### src/crc8fc_pkg.sv
// Shared types, codes and the CRC-8 update for the CRC-8 frame checker.
package crc8fc_pkg;

    localparam logic [7:0] CRC_POLY = 8'h07;
    localparam logic [7:0] CRC_INIT = 8'h00;

    typedef enum logic [2:0] {
        PH_COMMAND = 3'd0,
        PH_LENGTH  = 3'd1,
        PH_PAYLOAD = 3'd2,
        PH_CRC     = 3'd3,
        PH_DRAIN   = 3'd4
    } phase_t;

    typedef enum logic [1:0] {
        ST_OK        = 2'd0,
        ST_TRUNCATED = 2'd1,
        ST_MISMATCH  = 2'd2
    } status_t;

    typedef struct packed {
        logic [7:0] payload_byte;
        logic       payload_valid;
        logic       verdict_valid;
        status_t    status;
        logic [7:0] command;
        logic [7:0] payload_length;
    } result_t;

    // One byte through CRC-8, MSB first, no reflection.
    function automatic logic [7:0] crc8_feed(input logic [7:0] crc, input logic [7:0] data);
        logic [7:0] v;
        v = crc ^ data;
        for (int k = 0; k < 8; k++)
        begin
            if (v[7])
            begin
                v = {v[6:0], 1'b0} ^ CRC_POLY;
            end
            else
            begin
                v = {v[6:0], 1'b0};
            end
        end
        return v;
    endfunction

endpackage

### src/crc8fc_core.sv
// Frame parser state and per-byte result logic for the CRC-8 frame checker.
module crc8fc_core
    import crc8fc_pkg::*;
(
    input  logic       clk,
    input  logic       rst_n,
    input  logic       accept,
    input  logic [7:0] in_byte,
    input  logic       end_of_buffer,
    output result_t    res
);

    phase_t     phase_reg, phase_next;
    logic [7:0] cmd_reg, cmd_next;
    logic [7:0] len_reg, len_next;
    logic [7:0] left_reg, left_next;
    logic [7:0] crc_reg, crc_next;
    logic [7:0] left_dec;
    logic [7:0] crc_upd;

    assign left_dec = left_reg - 8'd1;
    assign crc_upd  = crc8_feed(crc_reg, in_byte);

    always_ff @(posedge clk or negedge rst_n)
    begin
        if (!rst_n)
        begin
            phase_reg <= PH_COMMAND;
            cmd_reg   <= '0;
            len_reg   <= '0;
            left_reg  <= '0;
            crc_reg   <= CRC_INIT;
        end
        else if (accept)
        begin
            phase_reg <= phase_next;
            cmd_reg   <= cmd_next;
            len_reg   <= len_next;
            left_reg  <= left_next;
            crc_reg   <= crc_next;
        end
    end

    // next state
    always_comb
    begin
        phase_next = phase_reg;
        cmd_next   = cmd_reg;
        len_next   = len_reg;
        left_next  = left_reg;
        crc_next   = crc_reg;
        case (phase_reg)
            PH_COMMAND:
            begin
                cmd_next  = in_byte;
                len_next  = '0;
                left_next = '0;
                crc_next  = crc8_feed(CRC_INIT, in_byte);
                if (!end_of_buffer)
                begin
                    phase_next = PH_LENGTH;
                end
            end
            PH_LENGTH:
            begin
                len_next  = in_byte;
                left_next = in_byte;
                crc_next  = crc_upd;
                if (end_of_buffer)
                begin
                    phase_next = PH_COMMAND;
                end
                else if (in_byte != 8'd0)
                begin
                    phase_next = PH_PAYLOAD;
                end
                else
                begin
                    phase_next = PH_CRC;
                end
            end
            PH_PAYLOAD:
            begin
                left_next = left_dec;
                crc_next  = crc_upd;
                if (end_of_buffer)
                begin
                    phase_next = PH_COMMAND;
                end
                else if (left_dec == 8'd0)
                begin
                    phase_next = PH_CRC;
                end
            end
            PH_CRC:
            begin
                phase_next = end_of_buffer ? PH_COMMAND : PH_DRAIN;
            end
            default:
            begin
                if (end_of_buffer)
                begin
                    phase_next = PH_COMMAND;
                end
            end
        endcase
    end

    // per-byte result
    always_comb
    begin
        res = '0;
        res.status = ST_OK;
        case (phase_reg)
            PH_COMMAND:
            begin
                if (end_of_buffer)
                begin
                    res.verdict_valid = 1'b1;
                    res.status        = ST_TRUNCATED;
                    res.command       = in_byte;
                end
            end
            PH_LENGTH:
            begin
                if (end_of_buffer)
                begin
                    res.verdict_valid  = 1'b1;
                    res.status         = ST_TRUNCATED;
                    res.command        = cmd_reg;
                    res.payload_length = in_byte;
                end
            end
            PH_PAYLOAD:
            begin
                res.payload_byte  = in_byte;
                res.payload_valid = 1'b1;
                if (end_of_buffer)
                begin
                    res.verdict_valid  = 1'b1;
                    res.status         = ST_TRUNCATED;
                    res.command        = cmd_reg;
                    res.payload_length = len_reg;
                end
            end
            PH_CRC:
            begin
                res.verdict_valid  = 1'b1;
                res.status         = (in_byte == crc_reg) ? ST_OK : ST_MISMATCH;
                res.command        = cmd_reg;
                res.payload_length = len_reg;
            end
            default:
            begin
                res = '0;
            end
        endcase
    end

    a_last_rearms: assert property (@(posedge clk) disable iff (!rst_n)
        accept && end_of_buffer |=> phase_reg == PH_COMMAND)
        else $error("no rearm after buffer end");

    a_crc_gives_verdict: assert property (@(posedge clk) disable iff (!rst_n)
        accept && phase_reg == PH_CRC |-> res.verdict_valid && !res.payload_valid)
        else $error("CRC byte without verdict");

    a_payload_counts_down: assert property (@(posedge clk) disable iff (!rst_n)
        accept && phase_reg == PH_PAYLOAD && !end_of_buffer && left_dec == 8'd0
        |=> phase_reg == PH_CRC)
        else $error("payload run did not end at declared length");

endmodule

### config.mk
export PLATFORM = sky130hd
export DESIGN_NAME = crc8fc_core
export DESIGN_NICKNAME = d
export VERILOG_FILES = /design/src/crc8fc_pkg.sv /design/src/crc8fc_core.sv
export SDC_FILE = /design/constraint.sdc
export NUM_CORES = 1
export LEC_CHECK = 0
export BUFFER_PORTS_ARGS = -buffer_cell sky130_fd_sc_hd__clkbuf_2
export CAP_MARGIN = 40
export CELL_PAD_IN_SITES_DETAIL_PLACEMENT = 0
export CELL_PAD_IN_SITES_GLOBAL_PLACEMENT = 1
export CORE_ASPECT_RATIO = 1.5
export CORE_MARGIN = 3
export CORE_UTILIZATION = 40
export CTS_CLUSTER_DIAMETER = 120
export CTS_CLUSTER_SIZE = 30
export DETAILED_ROUTE_END_ITERATION = 8
export PLACE_DENSITY = 0.74
export SLEW_MARGIN = 10
export SYNTH_ARGS = -nofsm -noshare
export SYNTH_HDL_FRONTEND = slang
export SYNTH_SLANG_ARGS = --single-unit
### constraint.sdc
create_clock -name clk -period 4.11 [get_ports clk]
set_input_delay 0.2055 -clock clk [delete_from_list [all_inputs] [get_ports clk]]
set_output_delay 0.2055 -clock clk [all_outputs]
set_load 0.02 [all_outputs]
==> flow_summary.toml <==
[run_status]
status = "finished clean"

[job]
max-cap-violations = 0

[clock_tree]
cts_root_buffer = "clkbuf_8"
cts_buffer_depth = 2
cts_made_buffers = 5
cts_num_sinks = 35
cts.clk_slew.worst_paths_ps = 70
postCtsSetupRepairBufs = 0
cts_tree = "built"
htree_levels = 2
clk_latency_ps = 290

[power_and_ir_drop]
p_comb_share_pct = 54.3
p_switching_uw = 951
pwr-share-clk_pct = 12.5
p_seq_share_pct = 33.2
leakagePower_uw = 0.00131
sw_frac_of_total_pct = 45.9
cellPowerDensity_nw_per_um2 = 701
internal_power_uw = 1120
irDropWorstVdd_mv = 0.284

[logic_synthesis]
async_flop_share_pct = 100
seq_area_frac_synth_pct = 32.7
ys_warn_count = 0
synth_cells = 318
synth_mux_area_share_pct = 4.48
synth-compound-area-share_pct = 21.9
ys_seq_elements = 35
synth_edf_count = 0
synthXorXnorAreaFrac_pct = 12.7
yosysTopAreaCell = "dfrtp_1"
netlist.area_leader.share_pct = 32.7
synth_area_sq_um = 2680
synth_area_per_cell_sq_um = 8.43
yosys.area_share.simple_pct = 16.6
ys.flop_type = "dfrtp_1"
ys_types = 48
synth.area.top_cells = "dfrtp_1 (33%), xnor2_1 (7.8%), o21ai_0 (5.8%), a22oi_1 (5.3%), nor2_1 (4.8%)"
synthesis.nets = 338
synthAdderAreaFrac_pct = 4.11
synth_top_family_by_area = "compound AO/OA/AOI/OAI gates"

[floorplan]
num_rows = 35
initial_utilization_pct = 42.5
die_area_sq_um = 7740
die_w_um = 72.9
coreArea_sq_um = 6310
ios = 40
die_h_um = 106

[grt]
grt_pass1_vias = 2245
grt_pass1_wl_mm = 11.4
grt_max_degree = 30
grt_use_total_pct = 18.9
antenna_found_initial = 0
grt-ovfl-total = 0

[drt]
drc = 0
wl_mm = 6.74
drt_first_iter_violations = 92
drtAntennaViolNets = 0
drt-vias-per-instance = 5.61
routedWlPerCell_um = 16.4
routed-via-count = 2304
first_pass_iters = 4

[timing]
worst_pin_slew_ps = 893
clock.fmax_mhz = 372
fin_tns_setup_ps = 0
fin_crit_sh_pct = 65.4
final.min_clock_period_ps = 2690
hold_violations = 0
slew_viol_final = 0
hold_ws_ps = 165
skew_ps = 7.21
maxSlewHeadroom_pct = 40.5
rsz0062_at_grt = "false"
setup_viol = 0

[placement]
gp_congestion = 0.764
hpwl_mm = 4.70
portBuffers = 39

[critical_path]
regToRegSetupSlack_ps = 1780
worstSetupStartpointType = "flop"
crit_fanout = 22
critical_path_class = "reg2out"
r2r-start = "phase_reg[0]"
required_ps = 3900
r2r_end = "phase_reg[0]"
worstSetupEndpointType = "output pin"
rr_worst_depth = 4
arrival_ps = 2480

[min_path]
worst_hold_startpoint = "accept"
holdPathStages = 2
min_to = "phase_reg[2]"
hold_class = "in2reg"

[finish]
nets = 357
diodes = 0
area_growth_syn_to_layout_pct = 10.2
drive_above_1_share_pct = 19.6
-- cells by family after synthesis --
logic type,Yosys count
AO/OA/AOI/OAI,91
AND/OR/NAND/NOR,94
multiplexers,11
flip-flops,35
XOR/XNOR,35
buffers and inverters,43
adder cells (fa/ha/maj),9
-- power by group through the flow --
stage | registers (uW) | logic (uW) | clock network, uW
2_1_floorplan | 591 | 999 | 0
5_1_grt | 717 | 1280 | 277
3_5_place_dp | 692 | 1130 | 0
6_report | 688 | 1120 | 259
3_3_place_gp | 697 | 1100 | 0
4_1_cts | 685 | 1140 | 267
-- worst max-delay path, cell delays in order, from the launching register on --
cell,delay (ps)
dfrtp_1,640
nor2b_1,540
nor2b_1,560
a22oi_1,150
nor2_1,130
clkbuf_2,180
-- layout make-up --
class	count	area [sq um]
Multi-Input combinational cell	240	1600
Tap cell	74	92.6
Inverter	12	46.3
Clock buffer	6	82.6
Clock inverter	1	5.00
Fill cell	665	3350
Sequential cell	35	876
Timing Repair Buffer	43	248
-- cell usage in the layout (no fill, tap or decap), types with 3 or more instances in the layout --
cell type / n
a21oi_1: 14
a31oi_1: 6
xnor2_1: 24
nor2_1: 34
mux2_2: 8
mux2i_1: 3
nor2b_1: 3
nand3_1: 3
a22oi_1: 19
xor2_1: 8
clkbuf_8: 6
dfrtp_1: 35
ha_1: 8
o22a_1: 3
a22o_1: 7
nand2_1: 28
inv_1: 11
nor3_1: 5
clkbuf_2: 39
o21ai_0: 31
nand2b_1: 6
-- stage by stage --
stage	utilization (%)	total power [uW]	instances	worst slack, ps	cell area, sq um
after global placement	44.7	1800	401	1700	2820
after detailed placement	45.3	1820	403	1730	2860
final	46.8	2070	411	1420	2950
after global routing	46.8	2270	411	1170	2950
after CTS	46.8	2090	411	1420	2950
after floorplan	-	1590	318	2410	2680
-- metal layers --
layer / part of all wire, % / vias up / GRT usage (%)
met5: 0 / - / 0
met4: 2.2 / 0 / 6.33
met3: 3.3 / 11 / 2.46
met2: 50 / 47 / 31.3
met1: 45 / 1109 / 24.9
li1: - / 1137 / -
-- worst max path at each step --
| stage | start | endpoint | slack [ps] |
|---|---|---|---|
| 2_1_floorplan | phase_reg[1] | res[10] | 2410 |
| 3_3_place_gp | phase_reg[2] | cmd_reg[4] | 1700 |
| 3_5_place_dp | phase_reg[1] | res[14] | 1730 |
| 4_1_cts | phase_reg[1] | res[14] | 1420 |
| 5_1_grt | phase_reg[1] | res[14] | 1170 |
| 6_report | phase_reg[1] | res[14] | 1420 |
-- synthesized netlist by cell type, types with 10 or more instances --
cell type	instances
a22oi_1	19
a21oi_1	14
nand2_1	28
xnor2_1	24
buf_2	10
clkbuf_1	14
nor2_1	34
inv_1	11
dfrtp_1	35
o21ai_0	31
-- repair_timing --
item                                    CTS  global route
hold buffers                              1             0
hold endpoints to repair                  9             0
gates resized for setup                   0             0
endpoints found under the setup margin    0             0
No activity file was read; power rests on OpenSTA's default activity.
